$ cat config.mk
export PLATFORM = sky130hd
export DESIGN_NAME = maps_line_base_finder
export DESIGN_NICKNAME = d
export VERILOG_FILES = /design/src/rtl/mlbf_pkg.sv /design/src/rtl/mlbf_needle.sv /design/src/rtl/mlbf_fields.sv /design/src/rtl/maps_line_base_finder.sv
export VERILOG_INCLUDE_DIRS = /design/src /design/src/rtl
export SDC_FILE = /design/constraint.sdc
export NUM_CORES = 1
export LEC_CHECK = 0
export ABC_CLOCK_PERIOD_IN_PS = 6500
export BUFFER_PORTS_ARGS = -buffer_cell sky130_fd_sc_hd__buf_2
export CAP_MARGIN = 20
export CORE_MARGIN = 4
export CORE_UTILIZATION = 50
export CTS_CLUSTER_DIAMETER = 200
export DETAILED_ROUTE_END_ITERATION = 10
export PLACE_DENSITY = 0.78
export SKIP_CTS_REPAIR_TIMING = 1
export SYNTH_ARGS = -nofsm -noshare
export SYNTH_HDL_FRONTEND = slang
export SYNTH_SLANG_ARGS = --single-unit
$ cat constraint.sdc
create_clock -name clk_i -period 6.5 [get_ports clk_i]
set_input_delay 0.325 -clock clk_i [delete_from_list [all_inputs] [get_ports clk_i]]
set_output_delay 0.325 -clock clk_i [all_outputs]
set_load 0.02 [all_outputs]
$ cat src/rtl/maps_line_base_finder_assert.svh
// Assertion macros for the map line base finder
`ifndef MAPS_LINE_BASE_FINDER_ASSERT_SVH
`define MAPS_LINE_BASE_FINDER_ASSERT_SVH

// checked only while out of reset
`define MLBF_ASSERT_RST(lbl, prop, msg) \
  lbl: assert property (@(posedge clk_i) disable iff (!rst_ni) prop) else $error(msg);

// checked at every edge, reset included
`define MLBF_ASSERT_ALL(lbl, prop, msg) \
  lbl: assert property (@(posedge clk_i) prop) else $error(msg);

`endif

$ cat src/rtl/mlbf_pkg.sv
// Shared types, character codes and helpers for the map line base finder
package mlbf_pkg;

  localparam logic [3:0] PH_START = 4'd0;
  localparam logic [3:0] PH_END   = 4'd1;
  localparam logic [3:0] PH_SP1   = 4'd2;
  localparam logic [3:0] PH_PERM  = 4'd3;
  localparam logic [3:0] PH_SP2   = 4'd4;
  localparam logic [3:0] PH_OFF   = 4'd5;
  localparam logic [3:0] PH_DEV   = 4'd6;
  localparam logic [3:0] PH_SP3   = 4'd7;
  localparam logic [3:0] PH_INODE = 4'd8;
  localparam logic [3:0] PH_SP4   = 4'd9;
  localparam logic [3:0] PH_PATH  = 4'd10;
  localparam logic [3:0] PH_DEAD  = 4'd11;

  localparam logic [7:0] CH_NUL   = 8'h00;
  localparam logic [7:0] CH_LF    = 8'h0a;
  localparam logic [7:0] CH_SPACE = 8'h20;
  localparam logic [7:0] CH_DASH  = 8'h2d;
  localparam logic [7:0] CH_L     = 8'h6c;
  localparam logic [7:0] CH_I     = 8'h69;
  localparam logic [7:0] CH_B     = 8'h62;
  localparam logic [7:0] CH_C     = 8'h63;

  localparam logic [2:0] PERM_CHARS = 3'd4;

  typedef struct packed {
    logic [3:0]  phase;
    logic [63:0] start;
    logic [2:0]  perm;
    logic [63:0] offset;
    logic        path_present;
    logic [15:0] path_start;
    logic        failed;
  } mlbf_parse_t;

  typedef struct packed {
    logic [1:0] progress;
    logic       seen;
  } mlbf_needle_t;

  localparam mlbf_parse_t PARSE_CLEAR = '{phase: PH_START, default: '0};
  localparam mlbf_needle_t NEEDLE_CLEAR = '{default: '0};

  // {valid, digit}
  function automatic logic [4:0] hex_value(logic [7:0] c);
    logic [4:0] r;
    r = '0;
    if (c inside {[8'h30:8'h39]}) begin
      r = {1'b1, 4'(c - 8'h30)};
    end else if (c inside {[8'h61:8'h66]}) begin
      r = {1'b1, 4'(c - 8'h57)};
    end else if (c inside {[8'h41:8'h46]}) begin
      r = {1'b1, 4'(c - 8'h37)};
    end
    return r;
  endfunction

  function automatic logic [7:0] needle_char(logic [1:0] idx);
    logic [7:0] r;
    case (idx)
      2'd0: r = CH_L;
      2'd1: r = CH_I;
      2'd2: r = CH_B;
      default: r = CH_C;
    endcase
    return r;
  endfunction

endpackage

$ cat src/rtl/mlbf_needle.sv
// Substring matcher for the library name within one line
module mlbf_needle (
  input  logic [7:0]            char_i,
  input  mlbf_pkg::mlbf_needle_t state_i,
  output mlbf_pkg::mlbf_needle_t state_o
);

  always_comb begin
    state_o = state_i;
    if (char_i == mlbf_pkg::needle_char(state_i.progress)) begin
      if (state_i.progress == 2'd3) begin
        state_o.seen     = 1'b1;
        state_o.progress = 2'd0;
      end else begin
        state_o.progress = state_i.progress + 2'd1;
      end
    end else begin
      state_o.progress = (char_i == mlbf_pkg::CH_L) ? 2'd1 : 2'd0;
    end
  end

endmodule

$ cat src/rtl/mlbf_fields.sv
// Field parser: next line parse state for one text byte
module mlbf_fields (
  input  logic [7:0]            char_i,
  input  logic [15:0]           pos_i,
  input  mlbf_pkg::mlbf_parse_t state_i,
  output mlbf_pkg::mlbf_parse_t state_o
);

  logic [4:0] hex;
  logic       is_hex;
  logic       is_space;

  assign hex      = mlbf_pkg::hex_value(char_i);
  assign is_hex   = hex[4];
  assign is_space = (char_i == mlbf_pkg::CH_SPACE);

  always_comb begin
    state_o = state_i;
    case (state_i.phase)
      mlbf_pkg::PH_START: begin
        if (is_hex) begin
          state_o.start = {state_i.start[59:0], hex[3:0]};
        end else if (char_i == mlbf_pkg::CH_DASH) begin
          state_o.phase = mlbf_pkg::PH_END;
        end else begin
          state_o.failed = 1'b1;
          state_o.phase  = mlbf_pkg::PH_DEAD;
        end
      end
      mlbf_pkg::PH_END: begin
        if (!is_hex) begin
          if (is_space) begin
            state_o.phase = mlbf_pkg::PH_SP1;
          end else begin
            state_o.phase = mlbf_pkg::PH_PERM;
            state_o.perm  = state_i.perm + 3'd1;
          end
        end
      end
      mlbf_pkg::PH_SP1: begin
        if (!is_space) begin
          state_o.phase = mlbf_pkg::PH_PERM;
          state_o.perm  = state_i.perm + 3'd1;
        end
      end
      mlbf_pkg::PH_PERM: begin
        state_o.perm = state_i.perm + 3'd1;
        if (state_i.perm + 3'd1 >= mlbf_pkg::PERM_CHARS) begin
          state_o.phase = mlbf_pkg::PH_SP2;
        end
      end
      mlbf_pkg::PH_SP2, mlbf_pkg::PH_OFF: begin
        if (is_hex) begin
          state_o.phase  = mlbf_pkg::PH_OFF;
          state_o.offset = {state_i.offset[59:0], hex[3:0]};
        end else if (is_space) begin
          if (state_i.phase == mlbf_pkg::PH_OFF) begin
            state_o.phase = mlbf_pkg::PH_SP3;
          end
        end else begin
          state_o.phase = mlbf_pkg::PH_DEV;
        end
      end
      mlbf_pkg::PH_DEV: begin
        if (is_space) begin
          state_o.phase = mlbf_pkg::PH_SP3;
        end
      end
      mlbf_pkg::PH_SP3: begin
        if (!is_space) begin
          state_o.phase = mlbf_pkg::PH_INODE;
        end
      end
      mlbf_pkg::PH_INODE: begin
        if (is_space) begin
          state_o.phase = mlbf_pkg::PH_SP4;
        end
      end
      mlbf_pkg::PH_SP4: begin
        if (!is_space) begin
          state_o.phase        = mlbf_pkg::PH_PATH;
          state_o.path_present = 1'b1;
          state_o.path_start   = pos_i;
        end
      end
      default: begin
      end
    endcase
  end

endmodule

$ cat src/rtl/maps_line_base_finder.sv
// Top level: map text scanner that reports the library base address
//
// Input channel: text_byte_i/last_byte_i with in_valid_i, in_stall_o. An item
// is taken at a clock edge with valid high and stall low. A zero byte or an
// item with last_byte_i set ends the text.
// Output channel: found_o, base_address_o, path_position_o with out_valid_o,
// out_stall_i. At most one result per text: found_o=1 with the start address
// and path byte position of the first qualifying line, or found_o=0 with zero
// payload when the text ends without one.
// Pipeline: each byte passes through an input register, parse and match logic,
// and a result register; out_valid_o rises once the result register is loaded.
// Throughput: one byte per cycle while no pending result is held by out_stall_i.
// Receiver stall: a pending result holds; the input register then holds its
// byte and in_stall_o rises until the result slot frees.
// Reset: clears both pipeline valid flags, the line state, the byte position
// and the found latch. Bytes past TEXT_BYTES are ignored until text end.
module maps_line_base_finder #(
  parameter int TEXT_BYTES = 65535
) (
  input  logic        clk_i,
  input  logic        rst_ni,
  input  logic        in_valid_i,
  output logic        in_stall_o,
  input  logic [7:0]  text_byte_i,
  input  logic        last_byte_i,
  output logic        out_valid_o,
  input  logic        out_stall_i,
  output logic        found_o,
  output logic [63:0] base_address_o,
  output logic [15:0] path_position_o
);

  localparam logic [15:0] TextLimit = 16'(TEXT_BYTES);

  logic        in_valid_q;
  logic [7:0]  in_byte_q;
  logic        in_last_q;
  logic        out_valid_q, out_valid_d;
  logic        out_found_q;
  logic [63:0] out_base_q;
  logic [15:0] out_path_q;

  mlbf_pkg::mlbf_parse_t  parse_q, parse_d, parse_upd, parse_eff;
  mlbf_pkg::mlbf_needle_t needle_q, needle_d, needle_upd, needle_eff;
  logic [15:0] pos_q, pos_d, pos_inc;
  logic        hit_q, hit_d;

  logic advance, in_range, active, is_lf, end_text, judge_now, hit, has_result;

  assign advance    = in_valid_q && (!out_valid_q || !out_stall_i);
  assign in_stall_o = in_valid_q && !advance;

  always_ff @(posedge clk_i or negedge rst_ni) begin
    if (!rst_ni) begin
      in_valid_q <= 1'b0;
    end else if (!in_stall_o) begin
      in_valid_q <= in_valid_i;
    end
  end

  always_ff @(posedge clk_i) begin
    if (in_valid_i && !in_stall_o) begin
      in_byte_q <= text_byte_i;
      in_last_q <= last_byte_i;
    end
  end

  mlbf_needle u_needle (
    .char_i  (in_byte_q),
    .state_i (needle_q),
    .state_o (needle_upd)
  );

  mlbf_fields u_fields (
    .char_i  (in_byte_q),
    .pos_i   (pos_q),
    .state_i (parse_q),
    .state_o (parse_upd)
  );

  assign pos_inc   = pos_q + 16'd1;
  assign in_range  = pos_q < TextLimit;
  assign is_lf     = in_byte_q == mlbf_pkg::CH_LF;
  assign end_text  = (in_byte_q == mlbf_pkg::CH_NUL) || in_last_q;
  assign active    = in_range && (in_byte_q != mlbf_pkg::CH_NUL) && !hit_q;
  assign parse_eff  = (active && !is_lf) ? parse_upd : parse_q;
  assign needle_eff = (active && !is_lf) ? needle_upd : needle_q;
  assign judge_now = in_range && ((active && is_lf) || end_text || pos_inc == TextLimit);
  assign hit = judge_now && !hit_q && needle_eff.seen && !parse_eff.failed &&
               parse_eff.path_present && (parse_eff.offset == 64'd0);
  assign has_result = hit || (end_text && !hit_q);

  always_comb begin
    parse_d  = parse_eff;
    needle_d = needle_eff;
    pos_d    = in_range ? pos_inc : pos_q;
    hit_d    = hit_q || hit;
    if (judge_now || end_text) begin
      parse_d  = mlbf_pkg::PARSE_CLEAR;
      needle_d = mlbf_pkg::NEEDLE_CLEAR;
    end
    if (end_text) begin
      pos_d = 16'd0;
      hit_d = 1'b0;
    end
  end

  always_ff @(posedge clk_i or negedge rst_ni) begin
    if (!rst_ni) begin
      parse_q  <= mlbf_pkg::PARSE_CLEAR;
      needle_q <= mlbf_pkg::NEEDLE_CLEAR;
      pos_q    <= 16'd0;
      hit_q    <= 1'b0;
    end else if (advance) begin
      parse_q  <= parse_d;
      needle_q <= needle_d;
      pos_q    <= pos_d;
      hit_q    <= hit_d;
    end
  end

  always_comb begin
    out_valid_d = out_valid_q && out_stall_i;
    if (advance && has_result) begin
      out_valid_d = 1'b1;
    end
  end

  always_ff @(posedge clk_i or negedge rst_ni) begin
    if (!rst_ni) begin
      out_valid_q <= 1'b0;
    end else begin
      out_valid_q <= out_valid_d;
    end
  end

  always_ff @(posedge clk_i) begin
    if (advance && has_result) begin
      out_found_q <= hit;
      out_base_q  <= hit ? parse_eff.start : 64'd0;
      out_path_q  <= hit ? parse_eff.path_start : 16'd0;
    end
  end

  assign out_valid_o     = out_valid_q;
  assign found_o         = out_found_q;
  assign base_address_o  = out_base_q;
  assign path_position_o = out_path_q;

  `include "maps_line_base_finder_assert.svh"

  `MLBF_ASSERT_RST(a_notfound_zero, out_valid_o && !found_o |-> base_address_o == 64'd0 && path_position_o == 16'd0, "not-found result with nonzero payload")
  `MLBF_ASSERT_RST(a_single_hit, advance && hit_q |-> !hit, "second match within one text")
  `MLBF_ASSERT_RST(a_pos_bound, pos_q <= TextLimit, "byte position past buffer limit")
  `MLBF_ASSERT_RST(a_result_loaded, advance && has_result |=> out_valid_q, "result not registered")

endmodule
* After elaboration in Yosys (flattened, before gate mapping)
Index checks and enable logic that the tools add are counted.
** Cells by class
- Equality and inequality tests :: 27
- Magnitude comparators :: 8
- Muxes and demuxes :: 43
- Reduce and logical (&&, ||, !) cells :: 47
- Add/sub/neg operators :: 6
** Operators by type and width (count)
- $mux 153 :: 2
- $mux 64 :: 4
- $logic_not 64->1 :: 1
- $mux 4 :: 12
- $pmux 4 s9 :: 1
- $mux 17 :: 2
- $mux 16 :: 2
- $logic_and 1x1->1 :: 19
- $add 16x1->16 const B :: 1
- $eq 16x16->1 const B :: 1
- $eq 4x3->1 const B :: 4
- $eq 8x6->1 const B :: 2
- $ge 8x7->1 const B :: 2
- $le 8x7->1 const B :: 2
- $lt 16x16->1 const B :: 1
- $mux 5 :: 3
- $ne 3x3->1 const B :: 5
- $mux 3 :: 4
- $pmux 4 s3 :: 1
- $reduce_and 12->1 :: 1
- $reduce_bool 10->1 :: 1
- $mux 1 :: 9
- $ne 3x2->1 const B :: 3
- $pmux 3 s3 :: 1
- 28 further kinds :: 47
** Storage, ports and cells
- Word-level logic and storage cells :: 149
- Register bits :: 265

* Longest topological paths before layout
Gate-level depths: netlist of the first run.
- Depth in word-level cells :: 15
- Depth in mapped cells :: 11
- Gate-level depth less buffers :: 9

* Cells and area by module
Synthesis of the first run repeated with hierarchy kept, for this count alone.
** Second synthesis, totals
- Cell total of the unflattened synthesis :: 1228
- Area total of the unflattened synthesis :: 13714.4 um^2
** Modules (own cells, without submodules)
- maps_line_base_finder :: times used 1, seq. area each 7081.8 um^2, area each 11173.2 um^2, cells an instance 943
- mlbf_fields :: times used 1, seq. area each 0.0 um^2, area each 2349.8 um^2, cells an instance 262
- mlbf_needle :: times used 1, seq. area each 0.0 um^2, area each 191.4 um^2, cells an instance 23

* Worst setup path after synthesis of the first run
No wires, ideal clock.
- Path type :: register to register
- Start point :: register in_byte_q[0]
- End point :: register out_base_q[0], in the netlist base_address_o[0], enable pin
- Cell stages (with the launch flop) :: 11
- Path buffers :: 1
- Data arrival time :: 4.940 ns
- Slack :: 1.092 ns
- Cells stage by stage :: edfxtp_1 inv_1 ha_1 mux2i_1 o31ai_2 nor3_1 mux2_1 and4bb_4 o2111ai_4 buf_6 a21oi_2
** Between the ends
- Longest elaborated chain between the ends :: 14
** RTL lines
- start, declared :: RTL line maps_line_base_finder.sv:36 : logic [7:0] in_byte_q;
- start signal, assigned :: RTL line maps_line_base_finder.sv:63 : in_byte_q <= text_byte_i;
- parallel branches: the longest is 12 deep, another holds $ge 8x7->1
- $logic_or 1x1->1 (*) :: RTL line maps_line_base_finder.sv:91 : assign has_result = hit || (end_text && !hit_q);
- $logic_and 1x1->1 (*) :: RTL line maps_line_base_finder.sv:138 : if (advance && has_result) begin
- end signal, assigned :: RTL line maps_line_base_finder.sv:140 : out_base_q <= hit ? parse_eff.start : 64'd0;
- end, declared :: RTL line maps_line_base_finder.sv:40 : logic [63:0] out_base_q;
Mark *: on every way between the ends. The select of a mux whose other input is x is not followed.
A chain may end at the register's enable or synchronous reset.

* Worst setup path after layout of the first run
- Start point :: register pos_q[0]
- End point :: register out_base_q[8], in the netlist base_address_o[8], enable pin
** Between the ends
- Longest elaborated chain between the ends :: 14
** RTL lines
- start, declared :: RTL line maps_line_base_finder.sv:45 : logic [15:0] pos_q, pos_d, pos_inc;
- start signal, assigned :: RTL line maps_line_base_finder.sv:117 : pos_q <= pos_d;
- parallel branches: the longest is 11 deep, another holds $add 16x1->16
- $logic_and 1x1->1 (*) :: RTL line maps_line_base_finder.sv:90 : parse_eff.path_present && (parse_eff.offset == 64'd0);
- $logic_or 1x1->1 (*) :: RTL line maps_line_base_finder.sv:91
- $logic_and 1x1->1 (*) :: RTL line maps_line_base_finder.sv:138
Marks and branches as above.

==> flow_metrics.py, run 1 <==
metrics = {
    "outcome": {
        "status": "complete, no violations",
    },
    "sta": {
        "slew_violations": 0,
        "hold_violations": 0,
        "rsz0062_at_grt": "no",
        "tns_ns": 0,
        "max_freq_mhz": 215,
        "fin_crit_ns": 4.66,
        "slew_headroom_pct": 30.3,
        "fin_crit_sh_pct": 71.6,
        "fin_worst_skew_ns": 0.0269,
        "tightestPinTransition_ns": 1.04,
        "setup_viol": 0,
        "setup_ws_ns": 1.84,
    },
    "cells_and_area": {
        "nNetsFinal": 1174,
        "fill_cells": 1955,
        "mostFrequentLayoutCells": "189 x nand2_1, 175 x dfrtp_1, 140 x a22o_1",
        "area_growth_pct": 14.0,
        "drive_above_1_share_pct": 21.9,
        "layout_commonest_cell": "nand2_1",
        "insertedDiodeCount": 0,
    },
    "global_route": {
        "gr-usage-met1_pct": 29.2,
        "gr-usage-all-layers_pct": 19.8,
        "grt_util_met2_pct": 30.9,
        "grtUsageMet3_pct": 2.62,
        "grt_pass1_vias": 8563,
        "grt-ovfl-total": 0,
        "grt.busiest_layer": "met2",
        "grt_antenna_before_repair": 0,
        "grt_pass1_wl_mm": 44.7,
        "grt_max_degree": 91,
    },
    "yosys": {
        "ys_seq_elements": 265,
        "synth_cell_types": 73,
        "avgSynthCellArea_sq_um": 11.4,
        "yosysWarnings": 0,
        "syn_nets": 1101,
        "yosysTopAreaCell": "dfrtp_1",
        "synth_edf_count": 90,
        "yosysTopAreaCellShare_pct": 35.5,
        "synth_area_leaders": "dfrtp_1 36%, edfxtp_1 22%, a22o_1 10%",
        "syn-cell-area_sq_um": 12300,
        "syn_inst": 1078,
        "synth_ff_type": "dfrtp_1",
        "postSynth.asyncResetShare_pct": 66.0,
        "synth-seq-area-share_pct": 57.5,
    },
    "route": {
        "vias": 9029,
        "totalWireLength_mm": 27.2,
        "wire_per_inst_um": 18.2,
        "first_pass_iters": 5,
        "viasPerCell": 6.03,
        "initialDrtViolationCount": 935,
        "drc": 0,
        "postRouteAntennaNets": 0,
    },
    "power": {
        "p_sw_share_pct": 26.4,
        "ir_drop_mv": 0.172,
        "clockPowerShare_pct": 40.8,
        "combPwrFrac_pct": 11.0,
        "p_leak_nw": 5.57,
        "internal_power_mw": 2.83,
        "seqPwrFrac_pct": 48.2,
        "switchingPower_mw": 1.01,
        "power_density_nw_per_um2": 274,
    },
    "setup_path": {
        "r2r_cells": 9,
        "worstSetupEndpointType": "flip-flop",
        "crit_fanout": 21,
        "critical_path_class": "reg -> reg",
        "rr_startpoint": "pos_q[0]",
        "timing.rr.end": "base_address_o[8]",
        "cp_data_required_time_ns": 6.72,
        "critPathLaunchType": "flip-flop",
        "startpoint": "pos_q[0]",
        "arrival_ns": 4.87,
        "rrSetupSlack_ns": 1.84,
    },
    "floorplanning": {
        "ios": 96,
        "die_w_um": 165,
        "start_util_pct": 50.8,
        "core_sq_um": 24200,
        "die_y_um": 165,
        "num_rows": 57,
        "die_area_sq_um": 27200,
    },
    "hold_path": {
        "whs_path_depth": 3,
        "min_path_type": "in -> reg",
        "worstHoldStart": "out_stall_i",
        "hold_end": "out_valid_o",
    },
    "flow_run": {
        "maxCapViolCount": 0,
    },
    "clock_network": {
        "cts_tree": "done",
        "clock-sinks": 265,
        "clock-root-buffer": "clkbuf_16",
        "cts_made_buffers": 28,
        "htreeDepth": 1,
        "clk_latency_ns": 0.56,
        "clk_pin_slew_worst_paths_ns": 0.06,
        "clockBufferDepth": 3,
    },
    "place": {
        "place.gp.congestion": 0.923,
        "pre_cts_slack_ns": 1.89,
        "hpwlAfterDp_mm": 17.0,
        "io_buffers": 95,
    },
}
==> critical path, stage by stage, from the launching register on <==
cell and delay [ns]:
dfrtp_1 0.47, ha_1 0.35, nand3_2 0.23, nor4b_1 0.35
o21ai_0 0.16, a2111oi_2 0.37, a21o_1 0.70, o2111ai_4 0.47
a21oi_4 0.79, buf_4 0.40
==> cell usage after synthesis, types with 3 or more instances <==
| cell type | n |
|---|---|
| or2_2 | 3 |
| a221oi_1 | 3 |
| a22o_1 | 140 |
| ha_1 | 10 |
| xnor2_1 | 6 |
| o41ai_1 | 4 |
| buf_2 | 36 |
| nor2_1 | 35 |
| a32o_1 | 4 |
| nor3_1 | 11 |
| o2bb2ai_1 | 5 |
| or3_1 | 4 |
| and2_1 | 4 |
| nor4_1 | 31 |
| nor3_2 | 3 |
| a21o_1 | 3 |
| nor3b_1 | 4 |
| nand3_1 | 13 |
| o31ai_1 | 10 |
| nand2_1 | 190 |
| nor2b_1 | 3 |
| a31oi_1 | 9 |
| o21ai_0 | 35 |
| and3_1 | 6 |
| nor4_2 | 4 |
| nand4_1 | 12 |
| nand2b_1 | 10 |
| dfrtp_1 | 175 |
| or4_1 | 6 |
| inv_1 | 18 |
| buf_6 | 9 |
| a21oi_1 | 19 |
| clkbuf_1 | 34 |
| a21oi_2 | 78 |
| edfxtp_1 | 90 |
==> how the worst max path moves through the flow <==
stage	slack [ns]	depth (start not counted)	end
6_report	1.84	9	base_address_o[8]
5_1_grt	1.44	9	base_address_o[4]
4_1_cts	1.84	9	base_address_o[8]
3_5_place_dp	1.89	9	base_address_o[27]
3_3_place_gp	2.06	9	base_address_o[24]
2_1_floorplan	1.09	10	base_address_o[0]
==> power groups by stage <==
stage | Clock (mW) | Combinational [mW] | Sequential (mW)
floorplan | 0 | 0.282 | 1.88
global placement | 0 | 0.403 | 1.88
detailed placement | 0 | 0.411 | 1.88
CTS | 1.59 | 0.412 | 1.85
global route | 1.67 | 0.467 | 1.86
finish | 1.57 | 0.422 | 1.85
==> through the flow <==
stage	hold WS [ns]	instance area [sq um]	total power, mW	cells	utilization, %
2_1_floorplan	0.0294	12300	2.16	1078	-
3_3_place_gp	0.450	13000	2.28	1431	53.4
4_1_cts	-0.135	13900	3.86	1483	57.2
5_1_grt	0.0390	14000	4.00	1497	57.9
6_report	0.0476	14000	3.84	1497	57.9
3_5_place_dp	0.450	13000	2.29	1431	53.4
==> state kept, by name, summed over array words and instances, names as in the netlist, 3 cells and up <==
name             flops
pos_q               16
path_position_o     16
parse_q            153
needle_q             3
in_byte_q            8
base_address_o      64
==> metal layers <==
metal,routed length [um],up-vias
met1,12100,4511
met5,0,-
met3,1550,44
met2,12900,280
li1,-,4194
met4,694,0
==> kinds of logic (layout without fill, tap and decap cells) <==
family	after synthesis	after routing	synth area share, %
buf+inv	99	194	3.99
fa+ha+maj	10	10	1.02
compound gates	340	340	22.6
mux	3	3	0.254
simple gates	353	353	14.1
xor+xnor	8	8	0.569
flops	265	265	57.5
==> cell type report <==
type | instances | area (sq um) | share of cell area [%]
flip-flops and latches | 265 | 7080 | 50.4
multi-input cells | 714 | 4790 | 34.1
clock buffers | 43 | 818 | 5.83
repair buffers | 124 | 779 | 5.55
well taps | 324 | 405 | 2.89
clock inverters | 9 | 101 | 0.722
inverters | 18 | 67.6 | 0.481
Power figures use the tool's default switching activity.
==> run 2, diff against run 1 <==
--- a/config.mk
+++ b/config.mk
@@ -6,7 +6,7 @@
 export SDC_FILE = /design/constraint.sdc
 export NUM_CORES = 1
 export LEC_CHECK = 0
-export ABC_CLOCK_PERIOD_IN_PS = 6500
+export ABC_CLOCK_PERIOD_IN_PS = 4700
 export BUFFER_PORTS_ARGS = -buffer_cell sky130_fd_sc_hd__buf_2
 export CAP_MARGIN = 20
 export CORE_MARGIN = 4
==> constraint.sdc (replaced) <==
create_clock -name clk_i -period 4.7 [get_ports clk_i]
set_input_delay 0.235 -clock clk_i [delete_from_list [all_inputs] [get_ports clk_i]]
set_output_delay 0.235 -clock clk_i [all_outputs]
set_load 0.02 [all_outputs]
==> flow_metrics.py, run 2 (same netlist as run 1, synthesis figures left out) <==
metrics = {
    "setup_path": {
        "worst_path_most_repeated_cell": "buf_4",
        "slowest_stage": "buf_4",
        "arrival_ns": 4.36,
        "cp_data_required_time_ns": 4.97,
        "startpoint": "pos_q[0]",
        "crit_fanout": 47,
        "critical_path_class": "reg -> reg",
        "critPathLaunchType": "flip-flop",
        "rr_startpoint": "pos_q[0]",
        "path_cells": "ha_1, nand3_2, nor4_2, nor3_1, buf_4, a31oi_1, a2111oi_4, o2111ai_4, buf_4, buf_4, a21oi_2",
        "max_stage_delay_ns": 0.72,
        "worstSetupEndpointType": "flip-flop",
    },
    "power": {
        "internal_power_mw": 3.99,
        "ir_drop_mv": 0.284,
        "power_density_nw_per_um2": 384,
        "combPwrFrac_pct": 10.8,
        "p_leak_nw": 5.61,
        "switchingPower_mw": 1.42,
        "clockPowerShare_pct": 41.8,
        "seqPwrFrac_pct": 47.4,
        "p_sw_share_pct": 26.2,
    },
    "clock_network": {
        "clockBufferDepth": 3,
        "clock-sinks": 265,
        "cts_made_buffers": 27,
        "clock-root-buffer": "clkbuf_16",
        "cts_tree": "done",
        "clk_pin_slew_worst_paths_ns": 0.07,
        "htreeDepth": 1,
        "clk_latency_ns": 0.56,
    },
    "floorplanning": {
        "core_sq_um": 24200,
        "die_area_sq_um": 27200,
        "start_util_pct": 50.8,
        "num_rows": 57,
        "die_w_um": 165,
        "die_y_um": 165,
        "ios": 96,
    },
    "cells_and_area": {
        "layout_commonest_cell": "nand2_1",
        "fin_area_sq_um": 14100,
        "drive_above_1_share_pct": 22.7,
        "nNetsFinal": 1178,
        "instances_no_fill": 1500,
        "top_register": "parse_q",
        "insertedDiodeCount": 0,
        "largest_reg_flops": 153,
        "mostFrequentLayoutCells": "189 x nand2_1, 175 x dfrtp_1, 140 x a22o_1",
        "area_growth_pct": 14.4,
        "fill_cells": 1949,
    },
    "route": {
        "initialDrtViolationCount": 927,
        "drc": 0,
        "wire_per_inst_um": 18.2,
        "totalWireLength_mm": 27.3,
        "vias": 9072,
        "postRouteAntennaNets": 0,
        "first_pass_iters": 5,
        "viasPerCell": 6.05,
    },
    "sta": {
        "tns_ns": 0,
        "fin_crit_sh_pct": 86.9,
        "setup_viol": 0,
        "max_freq_mhz": 245,
        "fin_worst_skew_ns": 0.0247,
        "fin_crit_ns": 4.08,
        "slew_violations": 0,
        "rsz0062_at_grt": "no",
        "slew_headroom_pct": 44.2,
        "tightestPinTransition_ns": 0.837,
        "hold_violations": 0,
        "hold_ws_ns": 0.305,
    },
    "place": {
        "place_inst": 1437,
        "io_buffers": 95,
        "place.gp.congestion": 0.883,
        "hpwlAfterDp_mm": 17.1,
        "dpl_cell_area_sq_um": 13000,
    },
    "flow_run": {
        "maxCapViolCount": 0,
    },
    "global_route": {
        "grt_antenna_before_repair": 0,
        "grt_pass1_wl_mm": 44.8,
        "grt_max_degree": 92,
        "grt_pass1_vias": 8651,
        "gr-usage-all-layers_pct": 19.9,
        "grt-ovfl-total": 0,
    },
    "outcome": {
        "status": "complete, no violations",
    },
    "hold_path": {
        "min_path_type": "in -> async",
    },
}
==> run 2: changes by cell type in the layout (fill, tap and decap cells not counted), moves of 2 or more <==
| cell | delta |
|---|---|
| clkbuf_8 | +3 |
| buf_16 | -2 |
| clkbuf_1 | -7 |
| buf_4 | +5 |
| clkinvlp_4 | +2 |
==> run 2: worst max-delay path, delay by kind of cell, from the launching register on <==
family | cells | cell delay, ns
buffers and inverters | 3 | 1.43
and+or+nand+nor | 3 | 0.88
AOI/OAI and AO/OA | 4 | 0.61
DFF | 1 | 0.48
adders and majority gates | 1 | 0.34
==> run 2: final cells by class <==
class / count / area [sq um] / share of cell area (%)
clock buffer: 40 / 858 / 6.09
clock inverter: 10 / 109 / 0.772
inverter: 18 / 67.6 / 0.479
multi-input combinational: 714 / 4790 / 34.0
sequential: 265 / 7080 / 50.2
tap: 324 / 405 / 2.88
timing repair buffer: 129 / 783 / 5.56
==> run 2: per-layer routing <==
metal / part of all wire (%) / track usage [%] / vias up
li1: - / - / 4198
met1: 44 / 28.4 / 4553
met2: 49 / 32.6 / 281
met3: 5.6 / 2.89 / 40
met4: 1.9 / 4.46 / 0
met5: 0 / 0 / -
==> run 2: path summary, 6_finish.rpt <==
check                                      to  cells after the start  slack (ns)
hold reg to reg                   parse_q[81]                      1        0.49
setup reg to reg           path_position_o[6]                     11        0.62
hold / removal                    needle_q[0]                      2        0.31
min in group clk_i               in_byte_q[7]                      2        0.40
max in group asynchronous        parse_q[142]                      3        3.16
setup / recovery           path_position_o[6]                     11        0.62
==> run 2: through the flow <==
stage | power (mW) | util (%) | setup slack, ns
after global placement | 3.16 | 53.6 | 0.765
after detailed placement | 3.18 | 53.6 | 0.636
after floorplan | 2.99 | - | 0.288
final | 5.41 | 58.1 | 0.618
after CTS | 5.43 | 57.6 | 0.627
after global routing | 5.62 | 58.1 | 0.280
==> run 2: power by group through the flow <==
stage	Combinational [mW]	Sequential (mW)	Clock [mW]
5_1_grt	0.648	2.57	2.39
6_report	0.584	2.56	2.26
4_1_cts	0.576	2.56	2.30
2_1_floorplan	0.392	2.59	0
3_3_place_gp	0.563	2.60	0
3_5_place_dp	0.574	2.61	0
